--- config.mk ---
export PLATFORM = sky130hd
export DESIGN_NAME = sm3_hash_engine_unit_flat
export DESIGN_NICKNAME = d
export VERILOG_FILES = /design/src/rtl/sm3_pkg.sv /design/src/rtl/sm3_stream_if.sv /design/src/rtl/sm3_round.sv /design/src/rtl/sm3_hash_engine_unit.sv /design/src/flat_wrapper.sv
export SDC_FILE = /design/constraint.sdc
export NUM_CORES = 2
export LEC_CHECK = 0
export BUFFER_PORTS_ARGS = -buffer_cell sky130_fd_sc_hd__buf_2
export CAP_MARGIN = 25
export CORE_UTILIZATION = 40
export DETAILED_ROUTE_END_ITERATION = 10
export GPL_ROUTABILITY_DRIVEN = 0
export GPL_TIMING_DRIVEN = 0
export HOLD_SLACK_MARGIN = 0.03
export MAX_ROUTING_LAYER = met4
export PLACE_DENSITY = 0.62
export SKIP_LAST_GASP = 1
export SYNTH_ARGS = -nofsm -noshare
export SYNTH_HDL_FRONTEND = slang
export SYNTH_HIERARCHICAL = 1
export SYNTH_SLANG_ARGS = --single-unit
--- constraint.sdc ---
create_clock -name clk -period 13.1 [get_ports clk]
set_input_delay 3.275 -clock clk [delete_from_list [all_inputs] [get_ports clk]]
set_output_delay 3.275 -clock clk [all_outputs]
set_load 0.05 [all_outputs]
--- src/rtl/sm3_pkg.sv ---
package sm3_pkg;

  localparam int WordW = 32;
  localparam int DigestWords = 8;
  localparam int BlockWords = 16;
  localparam int Rounds = 64;

  localparam logic [31:0] TLow = 32'h79cc4519;
  localparam logic [31:0] THigh = 32'h7a879d8a;
  localparam logic [7:0] PadByte = 8'h80;

  typedef logic [31:0] word_t;

  localparam word_t Iv [DigestWords] = '{
    32'h7380166f, 32'h4914b2b9, 32'h172442d7, 32'hda8a0600,
    32'ha96f30bc, 32'h163138aa, 32'he38dee4d, 32'hb0fb0e4e
  };

  typedef struct packed {
    logic start;
    logic busy;
    logic done;
  } comp_ctl_t;

  function automatic word_t rotl(input word_t x, input logic [4:0] n);
    logic [63:0] d;
    d = {x, x} << n;
    return d[63:32];
  endfunction

  function automatic word_t p0(input word_t x);
    return x ^ rotl(x, 5'd9) ^ rotl(x, 5'd17);
  endfunction

  function automatic word_t p1(input word_t x);
    return x ^ rotl(x, 5'd15) ^ rotl(x, 5'd23);
  endfunction

endpackage

--- src/rtl/sm3_stream_if.sv ---
interface sm3_in_if;
  logic        valid;
  logic        ready;
  logic [31:0] data_word;
  logic [2:0]  byte_count;
  logic        last_item;
  modport source (output valid, data_word, byte_count, last_item, input ready);
  modport sink (input valid, data_word, byte_count, last_item, output ready);
endinterface

interface sm3_out_if;
  logic        valid;
  logic        ready;
  logic [31:0] digest_word;
  logic [2:0]  word_index;
  logic        last_word;
  modport source (output valid, digest_word, word_index, last_word, input ready);
  modport sink (input valid, digest_word, word_index, last_word, output ready);
endinterface

--- src/rtl/sm3_round.sv ---
module sm3_round (
  input  logic              clk,
  input  logic              rst,
  input  sm3_pkg::comp_ctl_t ctl_in,
  input  sm3_pkg::word_t    blk [16],
  input  sm3_pkg::word_t    chain_in [8],
  output sm3_pkg::word_t    chain_out [8],
  output logic              busy,
  output logic              done
);
  import sm3_pkg::*;

  word_t w [16];
  word_t r [8];
  logic [6:0] rnd;
  logic run;

  word_t wn, a12, ss1, ss2, ff, gg, tt1, tt2, tj;
  logic lo;

  always_comb begin
    lo = (rnd < 7'd16);
    tj = rotl(lo ? TLow : THigh, rnd[4:0]);
    wn = p1(w[0] ^ w[7] ^ rotl(w[13], 5'd15)) ^ rotl(w[3], 5'd7) ^ w[10];
    a12 = rotl(r[0], 5'd12);
    ss1 = rotl(a12 + r[4] + tj, 5'd7);
    ss2 = ss1 ^ a12;
    if (lo) begin
      ff = r[0] ^ r[1] ^ r[2];
      gg = r[4] ^ r[5] ^ r[6];
    end else begin
      ff = (r[0] & r[1]) | (r[0] & r[2]) | (r[1] & r[2]);
      gg = (r[4] & r[5]) | (~r[4] & r[6]);
    end
    tt1 = ff + r[3] + ss2 + (w[0] ^ w[4]);
    tt2 = gg + r[7] + ss1 + w[0];
  end

  always_ff @(posedge clk) begin
    if (rst) begin
      run <= 1'b0;
      rnd <= '0;
      done <= 1'b0;
    end else begin
      done <= 1'b0;
      if (ctl_in.start) begin
        run <= 1'b1;
        rnd <= '0;
      end else if (run) begin
        rnd <= rnd + 7'd1;
        if (rnd == 7'(Rounds - 1)) begin
          run <= 1'b0;
          done <= 1'b1;
        end
      end
    end
  end

  always_ff @(posedge clk) begin
    if (ctl_in.start) begin
      w <= blk;
      r <= chain_in;
    end else if (run) begin
      for (int i = 0; i < 15; i++) w[i] <= w[i+1];
      w[15] <= wn;
      r[3] <= r[2];
      r[2] <= rotl(r[1], 5'd9);
      r[1] <= r[0];
      r[0] <= tt1;
      r[7] <= r[6];
      r[6] <= rotl(r[5], 5'd19);
      r[5] <= r[4];
      r[4] <= p0(tt2);
    end
  end

  always_comb for (int i = 0; i < 8; i++) chain_out[i] = r[i] ^ chain_in[i];
  assign busy = run;

  a_done: assert property (@(posedge clk) disable iff (rst) done |-> !run)
    else $error("done while running");
  a_cnt: assert property (@(posedge clk) disable iff (rst) run |-> rnd < 7'd64)
    else $error("round overflow");
  a_start: assert property (@(posedge clk) disable iff (rst) ctl_in.start |=> run)
    else $error("start lost");
endmodule

--- src/rtl/sm3_hash_engine_unit.sv ---
// input not ready after the 16th word of a block while its 64 compression rounds run
// last word: padding words fill the final block or blocks, then one or two compressions run
//   before the first of the 8 digest words
// one 16-word block and one message at a time, no input taken during padding, compression or digest output
// reset: synchronous active high, chain to iv, length and word position to zero
module sm3_hash_engine_unit (
  input logic clk,
  input logic rst,
  sm3_in_if.sink   in_ch,
  sm3_out_if.source out_ch
);
  import sm3_pkg::*;

  typedef enum logic [4:0] {
    S_IN   = 5'b00001,
    S_PAD  = 5'b00010,
    S_COMP = 5'b00100,
    S_OUT  = 5'b01000,
    S_WAIT = 5'b10000
  } st_t;

  st_t st;
  word_t win [16];
  word_t chain [8];
  word_t chain_new [8];
  logic [3:0] pos;
  logic [63:0] blen;
  logic pad_pending;   // pad byte still owed (4-byte last word)
  logic finishing;
  logic lenset;
  logic [2:0] oidx;
  comp_ctl_t ctl;
  logic cbusy, cdone;

  sm3_round u_round (
    .clk(clk), .rst(rst), .ctl_in(ctl), .blk(win), .chain_in(chain),
    .chain_out(chain_new), .busy(cbusy), .done(cdone)
  );

  word_t in_w, pad_w;
  logic [2:0] cnt;
  logic acc;

  always_comb begin
    cnt = (in_ch.byte_count > 3'd4) ? 3'd4 : in_ch.byte_count;
    unique case (cnt)
      3'd0: in_w = {PadByte, 24'h0};
      3'd1: in_w = {in_ch.data_word[31:24], PadByte, 16'h0};
      3'd2: in_w = {in_ch.data_word[31:16], PadByte, 8'h0};
      3'd3: in_w = {in_ch.data_word[31:8], PadByte};
      default: in_w = in_ch.data_word;
    endcase
    if (!in_ch.last_item) in_w = in_ch.data_word;
    if (pad_pending) pad_w = {PadByte, 24'h0};
    else if (pos == 4'd14) pad_w = blen[63:32];
    else if (pos == 4'd15 && lenset) pad_w = blen[31:0];
    else pad_w = '0;
    acc = in_ch.valid && in_ch.ready;
    ctl = '{start: 1'b0, busy: cbusy, done: cdone};
    ctl.start = (st == S_COMP);
  end

  assign in_ch.ready = (st == S_IN);
  assign out_ch.valid = (st == S_OUT);
  assign out_ch.digest_word = chain[oidx];
  assign out_ch.word_index = oidx;
  assign out_ch.last_word = (oidx == 3'd7);

  always_ff @(posedge clk) begin
    if (rst) begin
      st <= S_IN;
      pos <= '0;
      blen <= '0;
      pad_pending <= 1'b0;
      finishing <= 1'b0;
      oidx <= '0;
      chain <= Iv;
    end else begin
      unique case (st)
        S_IN: if (acc) begin
          win[pos] <= in_w;
          pos <= pos + 4'd1;
          if (!in_ch.last_item) begin
            blen <= blen + 64'd32;
            if (pos == 4'd15) st <= S_COMP;
          end else begin
            blen <= blen + {58'd0, cnt, 3'd0};
            finishing <= 1'b1;
            pad_pending <= (cnt == 3'd4);
            st <= (pos == 4'd15) ? S_COMP : S_PAD;
          end
        end
        S_PAD: begin
          win[pos] <= pad_w;
          pad_pending <= 1'b0;
          pos <= pos + 4'd1;
          if (pos == 4'd15) st <= S_COMP;
        end
        S_COMP: st <= S_WAIT;
        S_WAIT: if (cdone) begin
          chain <= chain_new;
          if (!finishing) st <= S_IN;
          else if (pad_pending || pos != 4'd0 || !lenset) st <= S_PAD;
          else begin
            st <= S_OUT;
            oidx <= '0;
          end
        end
        S_OUT: if (out_ch.ready) begin
          oidx <= oidx + 3'd1;
          if (oidx == 3'd7) begin
            st <= S_IN;
            chain <= Iv;
            blen <= '0;
            pos <= '0;
            finishing <= 1'b0;
          end
        end
        default: st <= S_IN;
      endcase
    end
  end

  // length high word placed in slot 14 of the final block
  always_ff @(posedge clk) begin
    if (rst) lenset <= 1'b0;
    else if (st == S_OUT) lenset <= 1'b0;
    else if (st == S_PAD && pos == 4'd14 && !pad_pending) lenset <= 1'b1;
    else if (st == S_IN && acc && in_ch.last_item) lenset <= 1'b0;
  end

  a_ready: assert property (@(posedge clk) disable iff (rst) cbusy |-> !in_ch.ready)
    else $error("ready while busy");
  a_outv: assert property (@(posedge clk) disable iff (rst) out_ch.valid |-> finishing)
    else $error("output without message end");
  a_fin: assert property (@(posedge clk) disable iff (rst)
    (out_ch.valid && out_ch.ready && out_ch.last_word) |=> in_ch.ready)
    else $error("no return to input");
endmodule
--- src/flat_wrapper.sv ---
// flat-port wrapper written by rule: the top's interface ports become plain ports
module sm3_hash_engine_unit_flat import sm3_pkg::*;
  (clk, rst, in_ch_valid, in_ch_data_word, in_ch_byte_count, in_ch_last_item, in_ch_ready, out_ch_valid, out_ch_digest_word, out_ch_word_index, out_ch_last_word, out_ch_ready);
  sm3_in_if in_ch_i ();
  sm3_out_if out_ch_i ();
  input logic clk;
  input logic rst;
  input wire logic [$bits(in_ch_i.valid)-1:0] in_ch_valid;
  input wire logic [$bits(in_ch_i.data_word)-1:0] in_ch_data_word;
  input wire logic [$bits(in_ch_i.byte_count)-1:0] in_ch_byte_count;
  input wire logic [$bits(in_ch_i.last_item)-1:0] in_ch_last_item;
  output wire logic [$bits(in_ch_i.ready)-1:0] in_ch_ready;
  output wire logic [$bits(out_ch_i.valid)-1:0] out_ch_valid;
  output wire logic [$bits(out_ch_i.digest_word)-1:0] out_ch_digest_word;
  output wire logic [$bits(out_ch_i.word_index)-1:0] out_ch_word_index;
  output wire logic [$bits(out_ch_i.last_word)-1:0] out_ch_last_word;
  input wire logic [$bits(out_ch_i.ready)-1:0] out_ch_ready;
  assign in_ch_i.valid = in_ch_valid;
  assign in_ch_i.data_word = in_ch_data_word;
  assign in_ch_i.byte_count = in_ch_byte_count;
  assign in_ch_i.last_item = in_ch_last_item;
  assign in_ch_ready = in_ch_i.ready;
  assign out_ch_valid = out_ch_i.valid;
  assign out_ch_digest_word = out_ch_i.digest_word;
  assign out_ch_word_index = out_ch_i.word_index;
  assign out_ch_last_word = out_ch_i.last_word;
  assign out_ch_i.ready = out_ch_ready;
  sm3_hash_engine_unit u_core (.clk(clk), .rst(rst), .in_ch(in_ch_i), .out_ch(out_ch_i));
endmodule
==> flow_metrics.env <==
export IMPL_cp_data_arrival_time_ps=13130
export IMPL_die_area_um2=212000
export IMPL_clkTransAtPathRegs_ps=60
export IMPL_synth_cell_types=91
export IMPL_required_ps=13670
export IMPL_seq_area_frac_synth_pct=53.9
export IMPL_async_flop_share_pct=0
export IMPL_synth_top_cell_by_area="edfxtp_1"
export IMPL_ys_ff_latch=1621
export IMPL_overflow=0
export IMPL_fin_area_um2=94600
export IMPL_crit_path_top_delay_cell="or3_1"
export IMPL_grt_start_max_net_pins=66
export IMPL_cp_depth=36
export IMPL_rsz0062_at_grt="false"
export IMPL_hold_viol=0
export IMPL_drive_gt1_share_pct=17.1
export IMPL_skew_ps=64.5
export IMPL_routed_via_density=5.89
export IMPL_synth_cells=6864
export IMPL_rows=167
export IMPL_cts_tree="built"
export IMPL_slew_limit_headroom_pct=12.5
export IMPL_post_drt_wl_per_cell_um=29.6
export IMPL_critPathBufInv=5
export IMPL_path_common_cell="fa_1"
export IMPL_clock_sinks=1621
export IMPL_num_fill_cells=18700
export IMPL_timing_hold_ws_ps=506
export IMPL_dp_hpwl_um=232000
export IMPL_synth_area_um2=84000
export IMPL_post_place_ws_ps=111
export IMPL_startpoint_type="register"
export IMPL_power_mw=11.0
export IMPL_finalCritPeriodShare_pct=95.9
export IMPL_powerDensity_nw_per_um2=116
export IMPL_min_period_ps=12560
export IMPL_synth_edff_count=1280
export IMPL_port_buffers=77
export IMPL_drt_total_wl_um=300000
export IMPL_floorplan_initialDensity_pct=40.4
export IMPL_max_stage_delay_ps=750
export IMPL_cts_buffers=170
export IMPL_synthesis_nets=7206
export IMPL_yosysWarnings=6
export IMPL_avgSynthCellArea_um2=12.2
export IMPL_ctsHtreeMaxLevel=4
export IMPL_pin_count=78
export IMPL_multiInputGateArea_um2=36300
export IMPL_criticalPathCategory="reg2reg"
export IMPL_routed_via_count=59500
export IMPL_final_max_slew_viol_count=0
export IMPL_die_h_um=460
export IMPL_first_iter_violations=7832
export IMPL_peakVddDrop_v=0.000141
export IMPL_finalSetupViolCount=0
export IMPL_grt_first_pass_wirelength_um=417000
export IMPL_synth_main_ff_cell="edfxtp_1"
export IMPL_tightest_slew_ps=1310
export IMPL_finalNonFillerCells=10100
export IMPL_hold_class="reg2reg"
export IMPL_status="completed"
export IMPL_cts_hold_fix_buffers=0
export IMPL_post_dp_cell_area_um2=88900
export IMPL_syn_to_final_growth_pct=12.6
export IMPL_post_cts_buffers=0
export IMPL_core_area_um2=208000
export IMPL_register_area_um2=45300
export IMPL_crit_family="compound AO/OA/AOI/OAI gates"
export IMPL_dieWidth_um=460
export IMPL_drc=0
export IMPL_synth_area_leaders="edfxtp_1, mux2_2, dfxtp_1"
export IMPL_maxCapViolCount=0
export IMPL_setup_tns_ps=0
export IMPL_fin_nets=7517
export IMPL_layout_setup_ws_ps=538
export IMPL_whs_path_depth=2
export IMPL_r2r_slack_ps=540
export IMPL_fmax_mhz=79.6
export IMPL_dr_pass1_iters=9
export IMPL_worstRegToRegCells=36
export IMPL_cts_root_buffer_cell="clkbuf_16"
export IMPL_grt_pass1_vias=56600
export IMPL_critPathCaptureType="register"
export IMPL_synth_top_cell_area_share_pct=45.8
export IMPL_clk_latency_ps=850
export IMPL_static_leakage_power_nw=32.7
export IMPL_track_usage_pct=28.7
export IMPL_cts_path_max_buffers=3
export IMPL_antenna_found_initial=9
export IMPL_antenna_left=0
export IMPL_postLayoutCoreUtil_pct=45.5
export IMPL_place_inst=9778
export IMPL_path_max_fanout=10
-- per-layer routing --
layer | vias up | GRT usage [%] | routed length [µm]
met1 | 29900 | 36.3 | 116000
li1 | 25300 | - | -
met3 | 759 | 7.01 | 33500
met2 | 3534 | 42.3 | 132000
met4 | 0 | 15.2 | 18800
met5 | - | - | 0
-- worst reg2reg max path: cells and delay by family, from the launching register on --
family | cells | cell delay [ps]
AND/OR/NAND/NOR | 4 | 1380
flip-flops | 1 | 310
multiplexers | 3 | 960
AO/OA/AOI/OAI | 16 | 4550
adder cells (fa/ha/maj) | 7 | 2990
XOR/XNOR | 1 | 460
buffers and inverters | 5 | 1690
-- placed cells by master, fill, tap and decap left out, drive strengths merged, types with 113 or more instances in the layout --
| master | netlist | final |
|---|---|---|
| nor2 | 935 | 935 |
| o21ai | 210 | 210 |
| ha | 113 | 113 |
| inv | 254 | 261 |
| xor2 | 414 | 414 |
| o21bai | 132 | 132 |
| buf | 47 | 180 |
| mux2 | 757 | 757 |
| xnor2 | 277 | 277 |
| nor3 | 152 | 152 |
| edfxtp | 1280 | 1280 |
| clkbuf | 354 | 586 |
| dfxtp | 341 | 341 |
| nand2 | 237 | 237 |
| nor3b | 142 | 142 |
| a21oi | 305 | 305 |
| fa | 189 | 189 |
-- sequential cells by signal, summed over array words and instances, names as in the netlist, 3 cells and up --
register	flops
u_core/u_round/w	512
u_core/win	512
u_core/chain	256
u_core/u_round/r	224
u_core/blen	61
u_core/u_round/a12	32
u_core/u_round/rnd	7
u_core/st	5
u_core/pos	4
u_core/out_ch.word_index	3
-- synthesized netlist by cell type (7+ instances only) --
cell and number:
a211o_1 12, a211oi_1 20, a21o_1 38, a21oi_1 305, a221oi_1 23, a22o_1 35, a22oi_1 40, a31oi_1 41
a32oi_1 8, and2_1 9, and3_1 28, buf_1 40, clkbuf_1 354, dfxtp_1 341, edfxtp_1 1280, fa_1 189
ha_1 113, inv_1 252, mux2_2 756, mux2i_1 60, mux4_2 64, nand2_1 237, nand2b_1 15, nand3_1 60
nand3b_1 8, nand4_1 38, nor2_1 934, nor2b_1 15, nor3_1 152, nor3b_1 142, nor4_1 7, o211ai_1 20
o21a_1 22, o21ai_0 167, o21ai_1 43, o21bai_1 132, o31ai_1 20, or2_2 8, or3_1 30, or4_1 11
xnor2_1 277, xnor3_1 12, xor2_1 414
-- layout make-up --
cell class	instances	area share, %
Sequential cell	1621	47.9
Multi-Input combinational cell	4587	38.4
Clock buffer	226	4.83
Tap cell	2788	3.69
Buffer	399	1.61
Timing Repair Buffer	141	1.55
Inverter	255	1.01
Clock inverter	85	1.01
Antenna cell	9	0.0238
-- power breakdown --
part           leakage (nW)  switching [mW]  internal, mW
Combinational          15.6           0.384         0.118
Clock                  2.67            2.16          2.70
Sequential             14.5          0.0272          5.57
-- cell families (layout without fill, tap and decap cells) --
kind of cell	Yosys count	after routing	synth area share, %
AO/OA/AOI/OAI	981	981	7.47
XOR/XNOR	704	704	7.56
adder cells (fa/ha/maj)	302	302	6.19
buffers and inverters	656	1106	2.95
flip-flops	1621	1621	53.9
multiplexers	881	881	12.6
other	0	9	0
AND/OR/NAND/NOR	1719	1719	9.34
-- worst paths after layout --
| kind | startpoint | endpoint |
|---|---|---|
| worst max-delay path | u_core/u_round/rnd[4] | u_core/u_round/a12[8] |
| worst min-delay path | u_core/u_round/rnd[5] | u_core/u_round/rnd[5] |
| worst max register to register | u_core/u_round/rnd[4] | u_core/u_round/a12[8] |
| worst min register to register | u_core/u_round/rnd[5] | u_core/u_round/rnd[5] |
-- repair_timing --
item,CTS,global route
resized for setup,0,6
endpoints found under the setup margin,0,34
endpoints found under the hold margin,0,0
Note: power is estimated with default switching activity, not from simulation.
